==> src/hdl/fqd_pkg.sv <==
// Shared types and constants for the process queue with delete by key.
// Used by fqd_cell and fifo_queue_with_delete_by_key_top; no dependencies.
package fqd_pkg;

  localparam int QUEUE_DEPTH_DEF = 16;
  localparam int ID_W            = 16;
  localparam int BURST_W         = 16;
  localparam int PRIO_W          = 8;
  localparam int OCC_W           = 5;

  typedef enum logic [1:0] {
    MODE_ENQ  = 2'd0,
    MODE_DEQ  = 2'd1,
    MODE_REM  = 2'd2,
    MODE_FIND = 2'd3
  } mode_t;

  typedef enum logic [1:0] {
    ST_OK   = 2'd0,
    ST_MISS = 2'd1,
    ST_FULL = 2'd2
  } status_t;

  typedef enum logic {
    S_IDLE,
    S_APPLY
  } state_t;

  typedef struct packed {
    logic [ID_W-1:0]    id;
    logic [BURST_W-1:0] burst;
    logic [PRIO_W-1:0]  prio;
  } entry_t;

  localparam entry_t ENTRY_ZERO = '0;

  // Control that the top level broadcasts to every cell.
  typedef struct packed {
    logic load;   // capture key match for the accepted transaction
    logic apply;  // commit the operation
    logic enq;
    logic deq;
    logic rem;
  } cell_ctrl_t;

endpackage

==> src/hdl/fifo_queue_with_delete_by_key_top.sv <==
// Process queue with enqueue, dequeue, remove by id and find by id.
// The key compare is captured at the accepting edge and the result is registered when the cells
// commit in S_APPLY, held back while an unread result stalls; no new transaction is taken until then.
// Results wait in an output register, so the next transaction can be taken meanwhile.
// Reset (rst, synchronous) empties the queue and drops any pending result.
// Slot contents are not cleared; only slots below the count are ever read.
module fifo_queue_with_delete_by_key_top
  import fqd_pkg::*;
#(
  parameter int QUEUE_DEPTH = QUEUE_DEPTH_DEF
) (
  input  logic               clk,
  input  logic               rst,
  input  logic               item_valid,
  output logic               item_stall,
  input  logic [1:0]         mode,
  input  logic [ID_W-1:0]    proc_id,
  input  logic [BURST_W-1:0] burst,
  input  logic [PRIO_W-1:0]  prio,
  output logic               result_valid,
  input  logic               result_stall,
  output logic [1:0]         status,
  output logic [ID_W-1:0]    out_id,
  output logic [BURST_W-1:0] out_burst,
  output logic [PRIO_W-1:0]  out_prio,
  output logic [OCC_W-1:0]   occupancy
);

  localparam int CW = $clog2(QUEUE_DEPTH + 1);

  state_t          state;
  state_t          state_next;
  mode_t           op;
  entry_t          new_entry;
  logic [CW-1:0]   count;
  logic [CW-1:0]   count_next;
  logic            in_fire;
  logic            apply_fire;
  cell_ctrl_t      ctrl;
  status_t         res_status;
  entry_t          res_entry;

  entry_t entries [QUEUE_DEPTH];
  logic   seen    [QUEUE_DEPTH+1];
  entry_t sel     [QUEUE_DEPTH+1];

  assign in_fire    = item_valid && !item_stall;
  assign apply_fire = (state == S_APPLY) && (!result_valid || !result_stall);

  always_ff @(posedge clk) begin
    if (rst) begin
      state <= S_IDLE;
    end else begin
      state <= state_next;
    end
  end

  always_comb begin
    state_next = state;
    item_stall = 1'b1;
    case (state)
      S_IDLE: begin
        item_stall = 1'b0;
        if (item_valid) begin
          state_next = S_APPLY;
        end
      end
      S_APPLY: begin
        if (apply_fire) begin
          state_next = S_IDLE;
        end
      end
      default: state_next = S_IDLE;
    endcase
  end

  always_ff @(posedge clk) begin
    if (in_fire) begin
      op        <= mode_t'(mode);
      new_entry <= '{id: proc_id, burst: burst, prio: prio};
    end
  end

  always_comb begin
    ctrl.load  = in_fire;
    ctrl.apply = apply_fire;
    ctrl.enq   = (op == MODE_ENQ);
    ctrl.deq   = (op == MODE_DEQ) && (count != '0);
    ctrl.rem   = (op == MODE_REM);
  end

  assign seen[0] = 1'b0;
  assign sel[0]  = ENTRY_ZERO;

  for (genvar i = 0; i < QUEUE_DEPTH; i++) begin : g_cell
    entry_t nbr;
    if (i == QUEUE_DEPTH - 1) begin : g_tail
      assign nbr = ENTRY_ZERO;
    end else begin : g_mid
      assign nbr = entries[i+1];
    end

    // the match is captured at the accepting edge, so compare against the live id
    fqd_cell #(
      .CW  (CW),
      .IDX (i)
    ) u_cell (
      .clk        (clk),
      .rst        (rst),
      .ctrl       (ctrl),
      .key        (proc_id),
      .count      (count),
      .new_entry  (new_entry),
      .next_entry (nbr),
      .seen_in    (seen[i]),
      .sel_in     (sel[i]),
      .entry      (entries[i]),
      .seen_out   (seen[i+1]),
      .sel_out    (sel[i+1])
    );
  end

  always_comb begin
    res_status = ST_OK;
    res_entry  = ENTRY_ZERO;
    count_next = count;
    case (op)
      MODE_ENQ: begin
        if (count == CW'(QUEUE_DEPTH)) begin
          res_status = ST_FULL;
        end else begin
          count_next = count + 1'b1;
        end
      end
      MODE_DEQ: begin
        if (count == '0) begin
          res_status = ST_MISS;
        end else begin
          res_entry  = entries[0];
          count_next = count - 1'b1;
        end
      end
      MODE_REM: begin
        if (!seen[QUEUE_DEPTH]) begin
          res_status = ST_MISS;
        end else begin
          count_next = count - 1'b1;
        end
      end
      MODE_FIND: begin
        if (!seen[QUEUE_DEPTH]) begin
          res_status = ST_MISS;
        end else begin
          res_entry = sel[QUEUE_DEPTH];
        end
      end
      default: res_status = ST_MISS;
    endcase
  end

  always_ff @(posedge clk) begin
    if (rst) begin
      count        <= '0;
      result_valid <= 1'b0;
    end else if (apply_fire) begin
      count        <= count_next;
      result_valid <= 1'b1;
    end else if (result_valid && !result_stall) begin
      result_valid <= 1'b0;
    end
  end

  always_ff @(posedge clk) begin
    if (apply_fire) begin
      status    <= res_status;
      out_id    <= res_entry.id;
      out_burst <= res_entry.burst;
      out_prio  <= res_entry.prio;
      occupancy <= OCC_W'(count_next);
    end
  end

  a_count_bound: assert property (@(posedge clk) disable iff (rst)
    count <= CW'(QUEUE_DEPTH))
    else $error("queue count exceeds depth");

  a_enq_grows: assert property (@(posedge clk) disable iff (rst)
    apply_fire && (op == MODE_ENQ) && (count != CW'(QUEUE_DEPTH))
      |=> count == $past(count) + 1'b1)
    else $error("accepted enqueue did not grow the queue");

  a_apply_result: assert property (@(posedge clk) disable iff (rst)
    apply_fire |=> result_valid)
    else $error("committed transaction produced no result");

  a_full_status: assert property (@(posedge clk) disable iff (rst)
    result_valid && (status == ST_FULL) |-> occupancy == OCC_W'(QUEUE_DEPTH))
    else $error("full status reported on a queue that is not full");

  a_no_accept_busy: assert property (@(posedge clk) disable iff (rst)
    in_fire |=> !in_fire)
    else $error("transaction accepted while previous one is in progress");

endmodule

==> src/hdl/fqd_cell.sv <==
// One queue slot: holds an entry, compares it against the key and takes
// part in the head-to-tail first-match chain. Depends on fqd_pkg.
module fqd_cell
  import fqd_pkg::*;
#(
  parameter int CW  = 5,
  parameter int IDX = 0
) (
  input  logic            clk,
  input  logic            rst,
  input  cell_ctrl_t      ctrl,
  input  logic [ID_W-1:0] key,
  input  logic [CW-1:0]   count,
  input  entry_t          new_entry,
  input  entry_t          next_entry,
  input  logic            seen_in,
  input  entry_t          sel_in,
  output entry_t          entry,
  output logic            seen_out,
  output entry_t          sel_out
);

  logic hit;
  logic first;
  logic wr_new;
  logic shift;

  always_ff @(posedge clk) begin
    if (rst) begin
      hit <= 1'b0;
    end else if (ctrl.load) begin
      hit <= (CW'(IDX) < count) && (entry.id == key);
    end
  end

  assign first    = hit && !seen_in;
  assign seen_out = seen_in || hit;
  assign sel_out  = sel_in | (first ? entry : ENTRY_ZERO);

  assign wr_new = ctrl.enq && (CW'(IDX) == count);
  // advance toward the head on dequeue, or behind the removed entry
  assign shift  = ctrl.deq || (ctrl.rem && seen_out);

  always_ff @(posedge clk) begin
    if (ctrl.apply) begin
      if (wr_new) begin
        entry <= new_entry;
      end else if (shift) begin
        entry <= next_entry;
      end
    end
  end

endmodule
==> config.mk <==
export PLATFORM = sky130hd
export DESIGN_NAME = fifo_queue_with_delete_by_key_top
export DESIGN_NICKNAME = d
export VERILOG_FILES = /design/src/hdl/fqd_pkg.sv /design/src/hdl/fifo_queue_with_delete_by_key_top.sv /design/src/hdl/fqd_cell.sv
export SDC_FILE = /design/constraint.sdc
export NUM_CORES = 1
export LEC_CHECK = 0
export ABC_AREA = 0
export BUFFER_PORTS_ARGS = -buffer_cell sky130_fd_sc_hd__buf_2
export CAP_MARGIN = 5
export CORE_MARGIN = 1.5
export CORE_UTILIZATION = 44
export CTS_CLUSTER_SIZE = 8
export DETAILED_ROUTE_END_ITERATION = 10
export PLACE_DENSITY = 0.67
export SLEW_MARGIN = 20
export SYNTH_ARGS = -nofsm -noshare
export SYNTH_HDL_FRONTEND = slang
export SYNTH_SLANG_ARGS = --single-unit
==> constraint.sdc <==
create_clock -name clk -period 4.18 [get_ports clk]
set_clock_uncertainty 0.15 [all_clocks]
set_input_delay 0.627 -clock clk [delete_from_list [all_inputs] [get_ports clk]]
set_output_delay 0.627 -clock clk [all_outputs]
set_load 0.1 [all_outputs]
[Word level (Yosys, flattened, before mapping)]
Index checks and enable logic that the tools add are counted.
Widths: inputs -> output; s select.
Cells by class
  $add $sub $neg: 2
  bitwise gates (word level): 16
  magnitude comparators: 16
  eq/ne operators: 35
  reductions and logical operators: 153
  multiplexer cells: 65
Operators by type and width (count)
  $mux 40: 50
  $or 40x40->40: 15
  $eq 16x16->1: 16
  $pmux 40 s2: 1
  $logic_and 1x1->1: 67
  $eq 4x5->1 const A: 8
  $lt 4x5->1 const A: 8
  $reduce_bool 2->1: 17
  $logic_or 1x1->1: 32
  $reduce_and 2->1: 16
  $eq 3x5->1 const A: 4
  $lt 3x5->1 const A: 4
  $logic_not 1->1: 17
  $mux 5: 3
  $pmux 5 s3: 1
  $eq 2x5->1 const A: 2
  $lt 1x5->1 const A: 2
  $lt 2x5->1 const A: 2
  $mux 1: 7
  $pmux 2 s3: 1
  $add 5x1->5 const B: 1
  $eq 1x5->1 const A: 1
  $eq 5x5->1 const B: 1
  $logic_not 5->1: 1
  other kinds (9): 10
Word-level totals
  bits in registers: 752
  output and inout bits: 49
  logic and storage cells: 363
  input port bits: 46

[Logic depth before layout (Yosys ltp)]
  depth in word-level cells: 20
  gate-level depth with buffers: 10
  depth with buffers taken out: 7

[By module]
From an unflattened synthesis, not the netlist that was laid out.
Unflattened totals
  cell total of the unflattened synthesis: 2822
  area, all modules: 42329.3 µm²
Modules (own cells, without submodules)
  fqd_cell (g_cell[1].u_cell ...): cells each 161, seq. area each 1221.2 µm², area an instance 2462.4 µm², times used 2
  fifo_queue_with_delete_by_key_top: cells each 231, seq. area each 2812.7 µm², area an instance 3756.1 µm², times used 1
  fqd_cell (g_cell[15].u_cell): cells each 162, seq. area each 1221.2 µm², area an instance 2484.9 µm², times used 1
  fqd_cell (g_cell[9].u_cell): cells each 162, seq. area each 1221.2 µm², area an instance 2471.1 µm², times used 1
  fqd_cell (g_cell[10].u_cell): cells each 163, seq. area each 1221.2 µm², area an instance 2469.9 µm², times used 1
  fqd_cell (g_cell[13].u_cell): cells each 163, seq. area each 1221.2 µm², area an instance 2464.9 µm², times used 1
  fqd_cell (g_cell[14].u_cell): cells each 161, seq. area each 1221.2 µm², area an instance 2437.3 µm², times used 1
  fqd_cell (g_cell[0].u_cell): cells each 162, seq. area each 1221.2 µm², area an instance 2432.3 µm², times used 1
  fqd_cell (g_cell[6].u_cell): cells each 162, seq. area each 1221.2 µm², area an instance 2431.1 µm², times used 1
  fqd_cell (g_cell[11].u_cell): cells each 161, seq. area each 1221.2 µm², area an instance 2429.8 µm², times used 1
  fqd_cell (g_cell[8].u_cell): cells each 163, seq. area each 1221.2 µm², area an instance 2428.6 µm², times used 1
  fqd_cell (g_cell[12].u_cell): cells each 163, seq. area each 1221.2 µm², area an instance 2427.3 µm², times used 1
  fqd_cell (g_cell[4].u_cell): cells each 163, seq. area each 1221.2 µm², area an instance 2306.0 µm², times used 1
  fqd_cell (g_cell[5].u_cell): cells each 161, seq. area each 1221.2 µm², area an instance 2298.5 µm², times used 1
  2 more rows

[Worst setup path after synthesis]
OpenSTA, ideal clock, no wires.
  kind: register to register
  start point: register count[1]
  end point: register g_cell[12].u_cell.entry[0] (netlist name) (enable)
  clock period less this slack: 4.533 ns
  path slack: -0.353 ns
  buffers on the path: 3
  arrival: 3.933 ns
  data required time: 3.579 ns
  stages on the path, launching flop included: 10
  library setup time: 0.451 ns
  cell sequence: dfxtp_1 > clkbuf_1 > inv_1 > ha_1 > nor4b_1 > nor2_1 > clkbuf_1 > clkbuf_1 > nor2_1 > a21oi_1
On the way
  longest elaborated chain between the ends: 5
  elaborated cells between the ends (all ways): 7
  those cells by class: eq/ne: 1; reduce/logical: 6
Ends and longest elaborated chain
  start, declared: RTL line fifo_queue_with_delete_by_key_top.sv:35  | logic [CW-1:0] count;
  start signal, assigned: RTL line fifo_queue_with_delete_by_key_top.sv:166  | count <= count_next;
  $reduce_bool 5->1: RTL line fifo_queue_with_delete_by_key_top.sv:88  | ctrl.deq = (op == MODE_DEQ) && (count != '0);
  $logic_and 1x1->1: RTL line fifo_queue_with_delete_by_key_top.sv:88
  $logic_or 1x1->1: RTL line fqd_cell.sv:42  | assign shift = ctrl.deq || (ctrl.rem && seen_out);
  $reduce_bool 2->1 (no line) *
  $reduce_and 2->1 (no line) *
  end signal, assigned: RTL line fqd_cell.sv:47  | entry <= new_entry;
  end signal, assigned: RTL line fqd_cell.sv:49  | entry <= next_entry;
  end, declared: RTL line fqd_cell.sv:18  | output entry_t entry,
Every way passes the cells marked *; elsewhere a longest branch is shown, timed or not.
A chain may end at the register's enable or synchronous reset.

==> impl_metrics.yaml <==
run_status:
  status: "completed"
route:
  wire_per_inst_um: 33.46
  drt_iter0_markers: 4635
  detail_route.wirelength_um: 142400
  vias: 28769
  ant_nets: 0
  dr.pass1.iters: 7
  drc: 0
  viasPerCell: 6.761
critical_path:
  end_kind: "flop"
  cp_max_fo: 40
  path_class: "reg -> reg"
  worstPathRequired_ps: 4410
  worst_r2r_path_depth: 7
  cp-start-kind: "flop"
  rr_startpoint: "count[1]$_SDFFE_PP0P_"
  worst-r2r-setup-slack_ps: 390
  critical_path_arrival_ps: 4030
  r2r-end: "out_prio[5]$_DFFE_PP_"
floorplanning:
  core_um2: 89870
  initial_core_util_pct: 44.29
  die_y_um: 303.8
  fp.dieW_um: 303.8
  die-area_um2: 92290
  ios: 95
  fp-row-count: 110
timing:
  worst_pin_slew_ps: 1186
  setup_viol: 0
  hold_viol: 0
  slew_headroom_pct: 20.21
  fin_crit_ps: 3793
  fmax_mhz: 263.6
  post-route-period-util_pct: 90.75
  whs_ps: 34.85
  drv_slew: 0
  rsz0062_at_grt: "no"
placement:
  gp_congestion: 0.9799
  dpl-instance-area_um2: 41810
  dpl.cell_count: 4100
  post-dp-hpwl_um: 91410
  portBuffers: 94
synth:
  syn_inst: 3033
  ys_ff_latch: 752
  synthFlopType: "edfxtp_1"
  synth_edf_count: 729
  synth-async-reset-ratio_pct: 0
  syn_avg_cell_area_um2: 13.13
  synth_nets: 3084
  syn_area_um2: 39810
  yosysUniqueCellTypes: 60
  yosysWarnings: 0
  yosysSeqAreaShare_pct: 56.15
  synth_top_area_cell: "edfxtp_1"
  synth_top_cell_area_share_pct: 54.99
  synth.top_cells.by_area: "edfxtp_1, mux2_2, xor2_1, xnor2_1, clkbuf_1"
final_layout:
  layout_common_cells: "edfxtp_1, mux2_2, a21oi_1, xor2_1, xnor2_1"
  multiInputGateArea_um2: 16640
  layout_commonest_cell: "edfxtp_1"
  postLayoutCellArea_um2: 44810
  regArea_um2: 22370
  final_cell_count_no_fill: 4255
  areaGrowthSynthToFinish_pct: 12.55
  n_fill_cell: 7678
  drive_gt1_share_pct: 31.35
  final_nets: 3104
min_path:
  whs_path_depth: 1
  hp-start: "mode[0]"
  holdPathEnd: "op[0]$_DFFE_PP_"
  hold_path_class: "in -> reg"
clocking:
  cts_tree: "built"
  cts.sinks: 752
  htree_num_levels: 3
  clock_latency_ps: 680
  post-cts-setup-buffer-count: 0
  cts-root-buf: "clkbuf_16"
  clockBufferDepth: 3
  path_clk_slew_ps: 50
  cts_buffers: 103
global_route:
  grt_pass1_vias: 28033
  grt_max_degree: 85
  grt_overflow: 0
  grt_first_pass_wirelength_um: 204400
  antenna_found_initial: 6
  track_usage_pct: 30.18
power:
  intPower_mw: 12.97
  p_leak_nw: 14.39
  vdd_drop_max_mv: 0.3373
  combPwrFrac_pct: 5.1
  p_seq_share_pct: 50.2
  p_per_area_nw_per_um2: 379.6
  p_switching_mw: 4.040
  swShare_pct: 23.75
  clockPowerShare_pct: 44.6
flow_run:
  maxCapViolCount: 0
[worst max-delay path, stage by stage (launching register included)]
cell and delay, ps:
dfxtp_1 410, inv_1 220, ha_1 220, nor4b_1 590, nand2b_2 580, nand2b_4 490
a2111oi_0 710, a21oi_1 150
[area by class of cell]
cell class	instances	share of cell area (%)
diodes	1	0.005585
clock buffers	126	5.945
clock inverters	4	0.1983
inverters	12	0.1005
multi-input cells	1972	37.15
flip-flops and latches	752	49.93
well taps	1176	3.284
repair buffers	212	3.385
[layer usage]
layer / vias up / track usage, % / part of all wire, %
li1: 11819 / - / -
met1: 14596 / 42.01 / 40
met2: 1976 / 45.65 / 44
met3: 372 / 6.512 / 11
met4: 6 / 12.76 / 4.4
met5: - / 0 / 0.031
[power by group through the flow]
stage / Sequential, mW / Clock [mW] / Combinational [mW]
floorplan: 8.71 / 0 / 0.423
global placement: 8.67 / 0 / 0.828
detailed placement: 8.68 / 0 / 0.833
CTS: 8.53 / 7.63 / 0.856
global route: 8.55 / 7.92 / 0.897
finish: 8.54 / 7.59 / 0.875
[metrics by stage]
step	power, mW	worst slack [ps]	TNS (ps)	util, %
2_1_floorplan	9.134	-183.1	-82320	-
3_3_place_gp	9.503	356.0	0	46.52
3_5_place_dp	9.511	123.6	0	46.52
4_1_cts	17.02	155.1	0	49.85
5_1_grt	17.36	100.4	0	49.85
6_report	17.01	386.7	0	49.85
[state kept, by name, summed over array words and instances, names as in the netlist]
signal               count
g_cell.u_cell.entry    640
new_entry               40
g_cell.u_cell.hit       16
out_burst               16
out_id                  16
out_prio                 8
count                    5
occupancy                5
op                       2
status                   2
result_valid             1
state                    1
[Yosys cell counts, types with 7 or more instances]
cell	n
a22o_1	39
o21ai_0	18
a21oi_1	154
a22oi_1	81
mux2_2	600
a221o_1	41
a211oi_1	40
nand3b_1	40
inv_1	11
nor3_1	97
and3_1	44
nor4bb_1	40
a31oi_1	18
nand2_1	123
a2111oi_0	44
nand2b_1	7
a221oi_1	42
xnor2_1	123
nor2b_1	84
clkbuf_1	228
buf_1	61
nand4_1	42
nor2_1	21
edfxtp_1	729
dfxtp_1	23
nor4_1	34
nand3_1	17
xor2_1	134
o31ai_1	43
[logic make-up (layout without fill, tap and decap cells)]
family,count (synthesis),after routing,share of synthesized area (%)
flops,752,752,56.15
mux,600,600,16.97
simple gates,569,569,8.310
compound gates,541,541,9.766
buf+inv,309,354,2.992
xor+xnor,257,257,5.654
fa+ha+maj,5,5,0.1572
other cells,0,1,0
[how the worst max path moves through the flow]
stage / slack, ps / startpoint / endpoint
6_report: 390 / count[1]$_SDFFE_PP0P_ / out_prio[5]$_DFFE_PP_
5_1_grt: 100 / count[1]$_SDFFE_PP0P_ / out_prio[5]$_DFFE_PP_
4_1_cts: 160 / count[1]$_SDFFE_PP0P_ / out_burst[7]$_DFFE_PP_
3_5_place_dp: 120 / count[1]$_SDFFE_PP0P_ / out_burst[7]$_DFFE_PP_
3_3_place_gp: 360 / count[1]$_SDFFE_PP0P_ / out_burst[15]$_DFFE_PP_
2_1_floorplan: -180 / count[3]$_SDFFE_PP0P_ / g_cell[10].u_cell.entry[0]$_DFFE_PP_
[what timing repair did]
item / in CTS / in global routing
endpoints found under the hold margin: 24 / 0
hold buffers: 24 / 0
gates resized for setup: 0 / 1
endpoints found under the setup margin: 0 / 20
Power figures use the tool's default switching activity.
